--- src/sv/wto_pkg.sv ---
// Shared types and constants for the wavetable crossfade oscillator.
// Used by wto_csr, wto_table and wavetable_oscillator_crossfade; no dependencies.
package wto_pkg;

   // Table geometry: two tables of 2048 entries share one memory
   localparam int IDX_BITS    = 11;
   localparam int ADDR_BITS   = IDX_BITS + 1;
   localparam int SAMPLE_BITS = 16;
   localparam int FRAC_BITS   = 16;
   localparam int PHASE_BITS  = 32;
   localparam int INC_BITS    = 31;
   localparam int LEN_BITS    = 12;
   localparam int CNT_BITS    = 4;

   // Input transaction modes
   localparam logic [1:0] MODE_TICK   = 2'd0;
   localparam logic [1:0] MODE_WRITE  = 2'd1;
   localparam logic [1:0] MODE_COMMIT = 2'd2;

   // Register indexes (word address bit)
   localparam logic REG_PHASE_INC = 1'b0;
   localparam logic REG_XFADE_LEN = 1'b1;

   localparam logic [INC_BITS-1:0] PHASE_INC_RESET = 31'd7158279;
   localparam logic [LEN_BITS-1:0] XFADE_LEN_RESET = 12'd500;

   typedef struct packed {
      logic [1:0]                    mode;
      logic [IDX_BITS-1:0]           write_index;
      logic signed [SAMPLE_BITS-1:0] write_value;
   } req_type;

   typedef struct packed {
      logic signed [SAMPLE_BITS-1:0] sample;
      logic                          fading;
   } rsp_type;

   typedef struct packed {
      logic [INC_BITS-1:0] phase_increment;
      logic [LEN_BITS-1:0] crossfade_length;
   } cfg_type;

   typedef enum logic [3:0] {
      ST_CLEAR,
      ST_IDLE,
      ST_RD_A,
      ST_RD_B,
      ST_DIFF,
      ST_MUL,
      ST_INTERP,
      ST_MUL_OLD,
      ST_MUL_NEW,
      ST_ACCUM,
      ST_DIV,
      ST_DONE
   } state_type;

endpackage

--- src/sv/wto_csr.sv ---
// Configuration registers of the wavetable crossfade oscillator on an APB-style port.
// Depends on wto_pkg for the register indexes, reset values and cfg_type.
module wto_csr (
   input  logic                clock,
   input  logic                reset,
   input  logic                psel,
   input  logic                penable,
   input  logic                pwrite,
   input  logic [2:0]          paddr,
   input  logic [31:0]         pwdata,
   output logic [31:0]         prdata,
   output logic                pready,
   output wto_pkg::cfg_type    cfg
);

   logic [wto_pkg::INC_BITS-1:0] inc_ff, inc_in;
   logic [wto_pkg::LEN_BITS-1:0] len_ff, len_in;
   logic                         wr_en;

   assign pready = 1'b1;
   assign wr_en  = psel & penable & pwrite;

   // Decode the write transaction
   always_comb begin
      inc_in = inc_ff;
      len_in = len_ff;
      if (wr_en) begin
         case (paddr[2])
            wto_pkg::REG_PHASE_INC: inc_in = pwdata[wto_pkg::INC_BITS-1:0];
            wto_pkg::REG_XFADE_LEN: len_in = pwdata[wto_pkg::LEN_BITS-1:0];
            default: ;
         endcase
      end
   end

   always_ff @(posedge clock) begin
      if (reset) begin
         inc_ff <= wto_pkg::PHASE_INC_RESET;
         len_ff <= wto_pkg::XFADE_LEN_RESET;
      end else begin
         inc_ff <= inc_in;
         len_ff <= len_in;
      end
   end

   // Return the addressed register
   always_comb begin
      case (paddr[2])
         wto_pkg::REG_PHASE_INC: prdata = {1'b0, inc_ff};
         wto_pkg::REG_XFADE_LEN: prdata = {20'd0, len_ff};
         default:                prdata = 32'd0;
      endcase
   end

   assign cfg.phase_increment  = inc_ff;
   assign cfg.crossfade_length = len_ff;

endmodule

--- config.mk ---
export PLATFORM = sky130hd
export DESIGN_NAME = wto_csr
export DESIGN_NICKNAME = d
export VERILOG_FILES = /design/src/sv/wto_pkg.sv /design/src/sv/wto_csr.sv
export SDC_FILE = /design/constraint.sdc
export NUM_CORES = 1
export LEC_CHECK = 0
export ABC_AREA = 1
export BUFFER_PORTS_ARGS = -buffer_cell sky130_fd_sc_hd__buf_2
export CAP_MARGIN = 30
export CORE_MARGIN = 1
export CORE_UTILIZATION = 25
export DETAILED_ROUTE_END_ITERATION = 12
export HOLD_SLACK_MARGIN = 0.12
export PLACE_DENSITY = 0.6
export SYNTH_ARGS = -nofsm -noshare
export SYNTH_HDL_FRONTEND = slang
export SYNTH_SLANG_ARGS = --single-unit
--- constraint.sdc ---
create_clock -name clock -period 0.8 [get_ports clock]
set_input_delay 0.04 -clock clock [delete_from_list [all_inputs] [get_ports clock]]
set_output_delay 0.04 -clock clock [all_outputs]
set_load 0.03 [all_outputs]
# ---- Word-level counts from Yosys, hierarchy flattened
# Index checks and enable logic that the tools add are counted.
dict set report totals {
  register_bits 43
  inputBits 40
  out_inout_bits 76
  elab_cells 8
}
dict set report op_classes {
  mux 1
  n_bitwise 3
  reduce_logical 2
}
# op count
set op_table {}
lappend op_table {{32-bit case mux with 2 select lines} 1}
lappend op_table {{2-bit AND reduction} 2}
lappend op_table {{1-bit AND} 2}
lappend op_table {{1-bit inverter} 1}

# ---- Logic depth before layout (Yosys ltp)
# Gate-level depths: netlist (run 1).
dict set report logic_depth {
  depth_word 3
  ltp_mapped 6
  mapped_depth_nobuf 5
}

# ---- Worst setup path before layout (run 1)
# OpenSTA, ideal clock, no wires.
dict set report synth_timing {
  path_type {reg2out}
  start {register inc_ff[14] in the netlist's numbering}
  end {output port prdata[14]}
  arrival_time_ns 0.978
  required_time_ns 0.760
  setup_slack_ns -0.218
  stages_incl_launch_ff 3
  path_buffers 0
  cell_sequence {dfxtp_1 -> inv_1 -> nor2_1}
}
dict set report synth_via {
  elab_chain_len 1
}
# element line
set synth_rtl {}
lappend synth_rtl {{start: declaration} wto_csr.sv:16} ;# logic [wto_pkg::INC_BITS-1:0] inc_ff, inc_in;
lappend synth_rtl {{start signal: assignment} wto_csr.sv:38} ;# inc_ff <= wto_pkg::PHASE_INC_RESET;
lappend synth_rtl {{start signal: assignment} wto_csr.sv:41} ;# inc_ff <= inc_in;
lappend synth_rtl {{32-bit case mux with 2 select lines} wto_csr.sv:48} ;# case (paddr[2])
lappend synth_rtl {{end: declaration} wto_csr.sv:11} ;# output logic [31:0] prdata,
# Every way passes these cells. The select of a mux whose other input is x is not followed.

# ---- Worst setup path in the final report (run 1)
dict set report layout_timing {
  start {register len_ff[6] in the netlist's numbering}
  end {output port prdata[6]}
}
dict set report layout_via {
  elab_chain_len 1
}
# element line
set layout_rtl {}
lappend layout_rtl {{start: declaration} wto_csr.sv:17} ;# logic [wto_pkg::LEN_BITS-1:0] len_ff, len_in;
lappend layout_rtl {{start signal: assignment} wto_csr.sv:39} ;# len_ff <= wto_pkg::XFADE_LEN_RESET;
lappend layout_rtl {{start signal: assignment} wto_csr.sv:42} ;# len_ff <= len_in;
lappend layout_rtl {{32-bit case mux with 2 select lines} wto_csr.sv:48}
# Every way passes these cells. The select of a mux whose other input is x is not followed.

==> flow_summary.html, run 1 <==
<table>
<tr><th>Metric</th><th>Value</th></tr>
<tr><th colspan="2">Logic synthesis</th></tr>
<tr><td>Sequential element share of the synthesized area</td><td>0.428</td></tr>
<tr><td>Synthesized-area fraction occupied by adder cells</td><td>0</td></tr>
<tr><td>Area contributors post-synth</td><td>dfxtp_1, nand2_1, nor2_1, nand3_1, inv_1</td></tr>
<tr><td>Proportion of synthesized area in mux cells</td><td>0</td></tr>
<tr><td>Top-area cell type share of the netlist area</td><td>0.428</td></tr>
<tr><td>Synthesized area per cell</td><td>6.17 um^2</td></tr>
<tr><td>Basic-gate share of the synthesized area counting and, or, nand and nor cells</td><td>0.437</td></tr>
<tr><td>Count of mapped cells out of synthesis</td><td>326</td></tr>
<tr><td>Area of the mapped netlist</td><td>0.00201 mm^2</td></tr>
<tr><td>Fraction of synthesized cell area in xor and xnor cells</td><td>0</td></tr>
<tr><td>FF+latch count, synth</td><td>43</td></tr>
<tr><td>Cell type contributing the most total cell area after synthesis</td><td>dfxtp_1</td></tr>
<tr><td>Total of warnings raised by yosys</td><td>0</td></tr>
<tr><td>Cell variety after synth</td><td>13</td></tr>
<tr><td>Combinational family with the most area after synthesis</td><td>simple AND/OR/NAND/NOR gates</td></tr>
<tr><td>Net count after synthesis</td><td>366</td></tr>
<tr><td>Compound-cell area share of the yosys netlist</td><td>0</td></tr>
<tr><th colspan="2">Min path</th></tr>
<tr><td>Hold/Removal Path Class</td><td>in -&gt; reg</td></tr>
<tr><td>Hold Path Cell Cnt</td><td>4</td></tr>
<tr><td>Hold Path Sink</td><td>inc_ff[12]</td></tr>
<tr><td>Startpoint of the tightest hold check path</td><td>reset</td></tr>
<tr><th colspan="2">Worst setup path</th></tr>
<tr><td>Register-to-register setup slack</td><td>0.19 ns</td></tr>
<tr><td>CP most frequent cell</td><td>nand2_1</td></tr>
<tr><td>Cell with the largest stage delay on the worst path</td><td>dfxtp_2</td></tr>
<tr><td>Depth of the most critical reg-to-reg path</td><td>2</td></tr>
<tr><td>Critical Path Max Stage Delay</td><td>0.37 ns</td></tr>
<tr><td>Crit Reg-Reg Startpoint</td><td>inc_ff[20]</td></tr>
<tr><td>Category of the most critical setup path</td><td>reg -&gt; out</td></tr>
<tr><td>Element type at the critical path start</td><td>register</td></tr>
<tr><td>CP Capture Type</td><td>output pin</td></tr>
<tr><td>Highest fanout seen on the critical path</td><td>3</td></tr>
<tr><td>Reg-to-Reg End</td><td>inc_ff[20]</td></tr>
<tr><td>Series of cell instances along the critical path</td><td>nand2_1, nand2_1, buf_6</td></tr>
<tr><td>Required time worst endpoint</td><td>0.76 ns</td></tr>
<tr><td>Data arrival, critical path</td><td>0.94 ns</td></tr>
<tr><th colspan="2">STA</th></tr>
<tr><td>RSZ-0062 raised after global routing</td><td>yes</td></tr>
<tr><td>Number of failing setup endpoints in the final timing report</td><td>74</td></tr>
<tr><td>Setup slack after layout</td><td>-0.179 ns</td></tr>
<tr><td>Final setup skew</td><td>0 ns</td></tr>
<tr><td>Final-report hold violation count</td><td>0</td></tr>
<tr><td>Upper clock frequency limit</td><td>1.02 GHz</td></tr>
<tr><td>Final critical-path required period</td><td>0.979 ns</td></tr>
<tr><td>Hold slack final</td><td>0.242 ns</td></tr>
<tr><td>Fraction of the cycle the final worst path needs</td><td>1.22</td></tr>
<tr><td>Final number of max-transition violations</td><td>0</td></tr>
<tr><th colspan="2">Clocking</th></tr>
<tr><td>Clock insertion delay at the later pin of the skew report</td><td>0.29 ns</td></tr>
<tr><td>Clock tree from TritonCTS</td><td>built</td></tr>
<tr><td>Clock Pin Slew Worst Setup and Hold Paths</td><td>0.08 ns</td></tr>
<tr><td>CTS H-tree lvls</td><td>2</td></tr>
<tr><td>Library cell used as clock root buffer</td><td>clkbuf_8</td></tr>
<tr><td>Longest Clk Path Bufs</td><td>2</td></tr>
<tr><td>Number of clock buffers inserted by TritonCTS</td><td>5</td></tr>
<tr><td>Clock Sinks</td><td>43</td></tr>
<tr><th colspan="2">Drt</th></tr>
<tr><td>Met3 wire length</td><td>339 um</td></tr>
<tr><td>Remaining antenna violation count after routing</td><td>0</td></tr>
<tr><td>Residual DRC count</td><td>0</td></tr>
<tr><td>Routed length on met1</td><td>3.08 mm</td></tr>
<tr><td>Top Metal Used</td><td>met4</td></tr>
<tr><td>Post-DR wirelength/cell</td><td>12.1 um</td></tr>
<tr><td>Vias after detailed routing</td><td>2519</td></tr>
<tr><td>Routed via count divided by cell count</td><td>4.25</td></tr>
<tr><td>Met2 routed WL</td><td>3.68 mm</td></tr>
<tr><td>Total iterations of the first detailed-routing run</td><td>4</td></tr>
<tr><td>Number of violations reported at the end of detailed-routing iteration 0</td><td>52</td></tr>
<tr><td>Final wirelength</td><td>7.16 mm</td></tr>
<tr><th colspan="2">Global routing</th></tr>
<tr><td>Number of antenna violations at the first check in global routing</td><td>0</td></tr>
<tr><td>Wire length of the first global-routing pass</td><td>11.1 mm</td></tr>
<tr><td>Total routing usage reported by global routing</td><td>0.165</td></tr>
<tr><td>Number of global-route vias before repair</td><td>2311</td></tr>
<tr><td>Final global-route overflow total</td><td>0</td></tr>
<tr><td>Largest net degree at the start of global routing</td><td>30</td></tr>
<tr><th colspan="2">Floorplanning</th></tr>
<tr><td>IO Pins</td><td>116</td></tr>
<tr><td>DIE WIDTH</td><td>91.7 um</td></tr>
<tr><td>Core outline area</td><td>0.00777 mm^2</td></tr>
<tr><td>Starting density of the core</td><td>0.259</td></tr>
<tr><td>Die area</td><td>0.00841 mm^2</td></tr>
<tr><td>Rows</td><td>32</td></tr>
<tr><td>Vertical die dimension</td><td>91.7 um</td></tr>
<tr><th colspan="2">Layout</th></tr>
<tr><td>Syn-to-layout area delta</td><td>102%</td></tr>
<tr><td>Utilization after layout</td><td>0.523</td></tr>
<tr><td>Final #Nets</td><td>530</td></tr>
<tr><td>Diode count</td><td>0</td></tr>
<tr><td>Fraction of final layout cells with drive strength greater than 1</td><td>0.501</td></tr>
<tr><th colspan="2">Place</th></tr>
<tr><td>Post-DP HPWL</td><td>4.59 mm</td></tr>
<tr><td>Port Buffer Count</td><td>110</td></tr>
<tr><td>GPL Wtd Cong</td><td>0.696</td></tr>
<tr><th colspan="2">Power and ir drop</th></tr>
<tr><td>Cell Pwr Density</td><td>1270 mW/mm^2</td></tr>
<tr><td>Relative contribution of sequential cells to total power</td><td>0.445</td></tr>
<tr><td>Internal power</td><td>3.53 mW</td></tr>
<tr><td>Peak supply drop</td><td>0.605 mV</td></tr>
<tr><td>Switch share</td><td>0.316</td></tr>
<tr><td>Static power due to leakage</td><td>2.01 nW</td></tr>
<tr><td>Comb power frac</td><td>0.290</td></tr>
<tr><td>Total power of the final layout</td><td>5.16 mW</td></tr>
<tr><td>Clock network fraction of design power</td><td>0.264</td></tr>
<tr><td>Net switching power figure</td><td>1.63 mW</td></tr>
<tr><th colspan="2">Run status</th></tr>
<tr><td>Status</td><td>finished, violations left</td></tr>
<tr><td>Violated checks</td><td>setup timing</td></tr>
<tr><th colspan="2">Job</th></tr>
<tr><td>Max-capacitance violation count</td><td>0</td></tr>
</table>
## placed cells by master, fill, tap and decap left out, drive strengths merged
cell / count
clkbuf: 8
inv: 44
conb: 2
clkinv: 2
nand3: 44
buf: 145
dlygate4sd3: 31
nor2: 72
dfxtp: 43
nand2: 100
## synth_stat cells
cell	number
nor2_2	2
dfxtp_1	43
buf_4	2
conb_1	2
clkinv_1	1
nand3_1	44
nand2_1	100
nor2_1	69
buf_2	11
inv_1	43
nor2_4	1
clkbuf_1	7
inv_2	1
## sequential cells by signal, indices dropped and copies added, names as in the netlist
name / count
inc_ff: 31
len_ff: 12
## timing repair
item / CTS / global route
pin swaps: 19 / 8
resized for setup: 155 / 46
buffers inserted: 1 / 18
gates cloned: 0 / 0
endpoints found under the hold margin: 43 / 0
endpoints found under the setup margin: 74 / 74
hold buffers: 31 / 0
## per-layer routing
metal,global-route usage,vias up
met2,0.304,81
li1,-,1288
met5,0,-
met4,0.0352,0
met1,0.195,1146
met3,0.0357,4
## kinds of logic after synthesis
family / Yosys count
buf+inv: 65
flops: 43
other cells: 2
simple gates: 216
## power groups by stage
stage	Sequential, mW	Combinational, mW	Clock (mW)
after floorplan	2.48	0.569	0
after CTS	2.31	1.40	1.43
final	2.30	1.50	1.37
after global placement	2.33	1.09	0
after global routing	2.31	1.61	1.51
after detailed placement	2.34	1.10	0
## layout make-up
| cell class | count | area [um^2] |
|---|---|---|
| multi-input combinational | 218 | 1050 |
| clock inverter | 1 | 5.00 |
| inverter | 45 | 169 |
| fill | 741 | 3700 |
| clock buffer | 7 | 76.3 |
| tap | 102 | 128 |
| timing repair buffer | 177 | 1710 |
| sequential | 43 | 927 |
## worst max path at each step
| stage | start | endpoint | slack, ns | cells after the start |
|---|---|---|---|---|
| 3_5_place_dp | psel | inc_ff[9] | -0.13 | 7 |
| 2_1_floorplan | inc_ff[14] | prdata[14] | -0.05 | 2 |
| 3_3_place_gp | paddr[2] | prdata[9] | -0.11 | 5 |
| 4_1_cts | inc_ff[12] | prdata[12] | -0.17 | 3 |
| 5_1_grt | inc_ff[3] | prdata[3] | -0.22 | 3 |
| 6_report | len_ff[6] | prdata[6] | -0.18 | 3 |
## critical path: cells and delay by family (launching register included)
| kind | cells | cell delay, ns |
|---|---|---|
| buffers and inverters | 1 | 0.13 |
| flip-flops | 1 | 0.37 |
| AND/OR/NAND/NOR | 2 | 0.15 |
## stage by stage
step	worst slack [ns]	instances	instance area, um^2	setup TNS (ns)
2_1_floorplan	-0.0498	326	2210	-0.0498
3_3_place_gp	-0.111	535	2970	-3.46
3_5_place_dp	-0.128	535	2970	-4.22
4_1_cts	-0.170	575	3780	-7.21
5_1_grt	-0.225	593	4060	-10.45
6_report	-0.179	593	4060	-7.57
Power figures use the tool's default switching activity.
==> run 2: changes to the inputs <==
Settings changed: CORE_UTILIZATION 25 to 39, PLACE_DENSITY 0.6 to 0.83.
==> run 2 against run 1 <==
  * The flow still finishes with violations (setup timing)
  * Combinational power increased by 5%
  * Sequential power about the same
  * Sequential share of layout area decreased by 0.13 points
  * Final cell count decreased by 6.2%
  * Via count increased by 7.3%
  * Clock power increased by 3%
  * Worst hold slack got worse by 0.030 ns
  * First-iteration DRC count increased to 3.2 times the previous value
  * Worst setup slack got worse by 0.028 ns
  * Core utilization increased by 32 points
  * Total power increased by 2.4%
  * Highest routed layer unchanged
==> flow_summary.html, run 2 (same netlist as run 1, synthesis figures left out) <==
<table>
<tr><th>Metric</th><th>Value</th></tr>
<tr><th colspan="2">Run status</th></tr>
<tr><td>Status</td><td>finished, violations left (unchanged)</td></tr>
<tr><td>Violated checks</td><td>setup timing (unchanged)</td></tr>
<tr><th colspan="2">Global routing</th></tr>
<tr><td>Number of global-route vias before repair</td><td>2424 (was 2311)</td></tr>
<tr><td>Total routing usage reported by global routing</td><td>0.279 (was 0.165)</td></tr>
<tr><td>Largest net degree at the start of global routing</td><td>44 (was 30)</td></tr>
<tr><td>Wire length of the first global-routing pass</td><td>11.4 mm (was 11.1 mm)</td></tr>
<tr><td>Final global-route overflow total</td><td>0 (unchanged)</td></tr>
<tr><td>Number of antenna violations at the first check in global routing</td><td>0 (unchanged)</td></tr>
<tr><th colspan="2">Clocking</th></tr>
<tr><td>Longest Clk Path Bufs</td><td>2 (unchanged)</td></tr>
<tr><td>Clock Pin Slew Worst Setup and Hold Paths</td><td>0.08 ns (about the same)</td></tr>
<tr><td>CTS H-tree lvls</td><td>2 (unchanged)</td></tr>
<tr><td>Clock insertion delay at the later pin of the skew report</td><td>0.30 ns (was 0.29 ns)</td></tr>
<tr><td>Library cell used as clock root buffer</td><td>clkbuf_8 (unchanged)</td></tr>
<tr><td>Clock Sinks</td><td>43 (unchanged)</td></tr>
<tr><td>Number of clock buffers inserted by TritonCTS</td><td>5 (unchanged)</td></tr>
<tr><td>Clock tree from TritonCTS</td><td>built (unchanged)</td></tr>
<tr><th colspan="2">Power and ir drop</th></tr>
<tr><td>Cell Pwr Density</td><td>1290 mW/mm^2 (was 1270 mW/mm^2)</td></tr>
<tr><td>Clock network fraction of design power</td><td>0.266 (was 0.264)</td></tr>
<tr><td>Total power of the final layout</td><td>5.29 mW (was 5.16 mW)</td></tr>
<tr><td>Static power due to leakage</td><td>2.03 nW (was 2.01 nW)</td></tr>
<tr><td>Switch share</td><td>0.316 (about the same)</td></tr>
<tr><td>Relative contribution of sequential cells to total power</td><td>0.436 (was 0.445)</td></tr>
<tr><td>Peak supply drop</td><td>0.942 mV (was 0.605 mV)</td></tr>
<tr><td>Comb power frac</td><td>0.298 (was 0.290)</td></tr>
<tr><td>Internal power</td><td>3.62 mW (was 3.53 mW)</td></tr>
<tr><td>Net switching power figure</td><td>1.67 mW (was 1.63 mW)</td></tr>
<tr><th colspan="2">Drt</th></tr>
<tr><td>Post-DR wirelength/cell</td><td>15.5 um (was 12.1 um)</td></tr>
<tr><td>Routed via count divided by cell count</td><td>4.86 (was 4.25)</td></tr>
<tr><td>Final wirelength</td><td>8.64 mm (was 7.16 mm)</td></tr>
<tr><td>Residual DRC count</td><td>0 (unchanged)</td></tr>
<tr><td>Total iterations of the first detailed-routing run</td><td>5 (was 4)</td></tr>
<tr><td>Number of violations reported at the end of detailed-routing iteration 0</td><td>166 (was 52)</td></tr>
<tr><td>Vias after detailed routing</td><td>2703 (was 2519)</td></tr>
<tr><td>Remaining antenna violation count after routing</td><td>0 (unchanged)</td></tr>
<tr><th colspan="2">Floorplanning</th></tr>
<tr><td>Starting density of the core</td><td>0.415 (was 0.259)</td></tr>
<tr><td>DIE WIDTH</td><td>73.8 um (was 91.7 um)</td></tr>
<tr><td>Vertical die dimension</td><td>73.8 um (was 91.7 um)</td></tr>
<tr><td>Die area</td><td>0.00545 mm^2 (was 0.00841 mm^2)</td></tr>
<tr><td>Core outline area</td><td>0.00485 mm^2 (was 0.00777 mm^2)</td></tr>
<tr><td>Rows</td><td>25 (was 32)</td></tr>
<tr><td>IO Pins</td><td>116 (unchanged)</td></tr>
<tr><th colspan="2">Layout</th></tr>
<tr><td>Finished layout cell area</td><td>0.00409 mm^2 (was 0.00406 mm^2)</td></tr>
<tr><td>Fill cell count</td><td>290 (was 741)</td></tr>
<tr><td>Final #Nets</td><td>529 (was 530)</td></tr>
<tr><td>Commonest non-fill, non-tap cells in the layout</td><td>buf_6, nand2_1, nor2_1, nand3_1, dfxtp_2 (was nand2_1, buf_6, nor2_1, nand3_1, dfxtp_2)</td></tr>
<tr><td>Most common cell after layout, fill and taps aside</td><td>buf_6</td></tr>
<tr><td>Flip-flop count of the largest register after layout</td><td>31 (unchanged)</td></tr>
<tr><td>Syn-to-layout area delta</td><td>103% (was 102%)</td></tr>
<tr><td>Diode count</td><td>0 (unchanged)</td></tr>
<tr><td>Register with the most flip-flops</td><td>inc_ff (unchanged)</td></tr>
<tr><td>Utilization after layout</td><td>0.843 (was 0.523)</td></tr>
<tr><td>Fraction of final layout cells with drive strength greater than 1</td><td>0.511 (was 0.501)</td></tr>
<tr><td>Registers with the most flip-flops</td><td>inc_ff: 31 flops, len_ff: 12 flops (unchanged)</td></tr>
<tr><th colspan="2">STA</th></tr>
<tr><td>Hold slack final</td><td>0.212 ns (was 0.242 ns)</td></tr>
<tr><td>Setup slack after layout</td><td>-0.206 ns (was -0.179 ns)</td></tr>
<tr><td>Upper clock frequency limit</td><td>0.994 GHz (was 1.02 GHz)</td></tr>
<tr><td>Fraction of the cycle the final worst path needs</td><td>1.26 (was 1.22)</td></tr>
<tr><td>Final setup skew</td><td>0 ns (unchanged)</td></tr>
<tr><td>Final-report hold violation count</td><td>0 (unchanged)</td></tr>
<tr><td>Final critical-path required period</td><td>1.01 ns (was 0.979 ns)</td></tr>
<tr><td>Number of failing setup endpoints in the final timing report</td><td>75 (was 74)</td></tr>
<tr><td>RSZ-0062 raised after global routing</td><td>yes (unchanged)</td></tr>
<tr><td>Final number of max-transition violations</td><td>0 (unchanged)</td></tr>
<tr><th colspan="2">Min path</th></tr>
<tr><td>Hold Path Sink</td><td>len_ff[2] (was inc_ff[12])</td></tr>
<tr><td>Hold/Removal Path Class</td><td>in -&gt; reg (unchanged)</td></tr>
<tr><td>Hold Path Cell Cnt</td><td>4 (unchanged)</td></tr>
<tr><td>Startpoint of the tightest hold check path</td><td>reset (unchanged)</td></tr>
<tr><th colspan="2">Job</th></tr>
<tr><td>Max-capacitance violation count</td><td>0 (unchanged)</td></tr>
<tr><th colspan="2">Worst setup path</th></tr>
<tr><td>CP Capture Type</td><td>output pin (unchanged)</td></tr>
<tr><td>Register-to-register setup slack</td><td>0.02 ns (was 0.19 ns)</td></tr>
<tr><td>Element type at the critical path start</td><td>register (unchanged)</td></tr>
<tr><td>Data arrival, critical path</td><td>0.97 ns (was 0.94 ns)</td></tr>
<tr><td>Crit Reg-Reg Startpoint</td><td>inc_ff[9] (was inc_ff[20])</td></tr>
<tr><td>Category of the most critical setup path</td><td>reg -&gt; out (unchanged)</td></tr>
<tr><td>Highest fanout seen on the critical path</td><td>3 (unchanged)</td></tr>
<tr><td>Required time worst endpoint</td><td>0.76 ns (about the same)</td></tr>
<tr><td>Depth of the most critical reg-to-reg path</td><td>4 (was 2)</td></tr>
<tr><td>Reg-to-Reg End</td><td>inc_ff[9] (was inc_ff[20])</td></tr>
<tr><th colspan="2">Place</th></tr>
<tr><td>Post-DP HPWL</td><td>4.07 mm (was 4.59 mm)</td></tr>
<tr><td>GPL Wtd Cong</td><td>0.723 (was 0.696)</td></tr>
<tr><td>Pre-CTS setup slack</td><td>-0.135 ns (was -0.128 ns)</td></tr>
<tr><td>Placement Cell Area</td><td>0.00293 mm^2 (was 0.00297 mm^2)</td></tr>
<tr><td>Port Buffer Count</td><td>110 (unchanged)</td></tr>
</table>
-- run 2: cell count changes in the layout (fill, tap and decap cells not counted), sizes merged --
cell and delta:
clkbuf -2
-- run 2: how the worst max path moves through the flow --
stage               startpoint         end  slack (ns)  cells past startpoint
global placement      paddr[2]   prdata[0]       -0.08                      6
detailed placement    paddr[2]   len_ff[6]       -0.13                      5
global route         inc_ff[5]   prdata[5]       -0.25                      3
CTS                  len_ff[7]   prdata[7]       -0.16                      3
floorplan           inc_ff[14]  prdata[14]       -0.05                      2
finish               inc_ff[5]   prdata[5]       -0.21                      3
-- run 2: area by class of cell --
class                           count  area [um^2]  area share
Clock buffer                        6         82.6      0.0202
Inverter                           45          169      0.0413
Multi-Input combinational cell    218         1060       0.260
Tap cell                           67         83.8      0.0205
Sequential cell                    43          927       0.227
Clock inverter                      1         5.00     0.00122
Timing Repair Buffer              176         1760       0.430
-- run 2: routing by layer --
layer	up-vias	part of all wire	GRT usage
li1	1283	-	-
met1	1244	0.35	0.278
met2	151	0.55	0.564
met3	25	0.071	0.0617
met4	0	0.027	0.0855
met5	-	0	0
-- run 2: worst max-delay path, stage by stage (launching register included) --
cell	delay, ns
dfxtp_2	0.36
nand2_1	0.08
nand2_1	0.10
buf_6	0.14
-- run 2: power groups by stage --
stage | combinational, mW | sequential [mW] | clock (mW)
finish | 1.57 | 2.30 | 1.41
floorplan | 0.569 | 2.48 | 0
CTS | 1.40 | 2.31 | 1.40
detailed placement | 1.09 | 2.34 | 0
global route | 1.66 | 2.31 | 1.54
global placement | 1.08 | 2.33 | 0
-- run 2: through the flow --
stage / setup TNS, ns / std cells
final: -8.24 / 556
after global routing: -10.84 / 556
after CTS: -6.17 / 535
after detailed placement: -3.44 / 496
after global placement: -2.57 / 496
after floorplan: -0.0498 / 326
-- run 2: repair_timing --
action / CTS / global route
pin swaps: 9 / 8
buffers inserted: 1 / 22
setup endpoints to repair: 74 / 75
gates resized for setup: 154 / 55
hold endpoints to repair: 43 / 0
hold buffers: 31 / 0
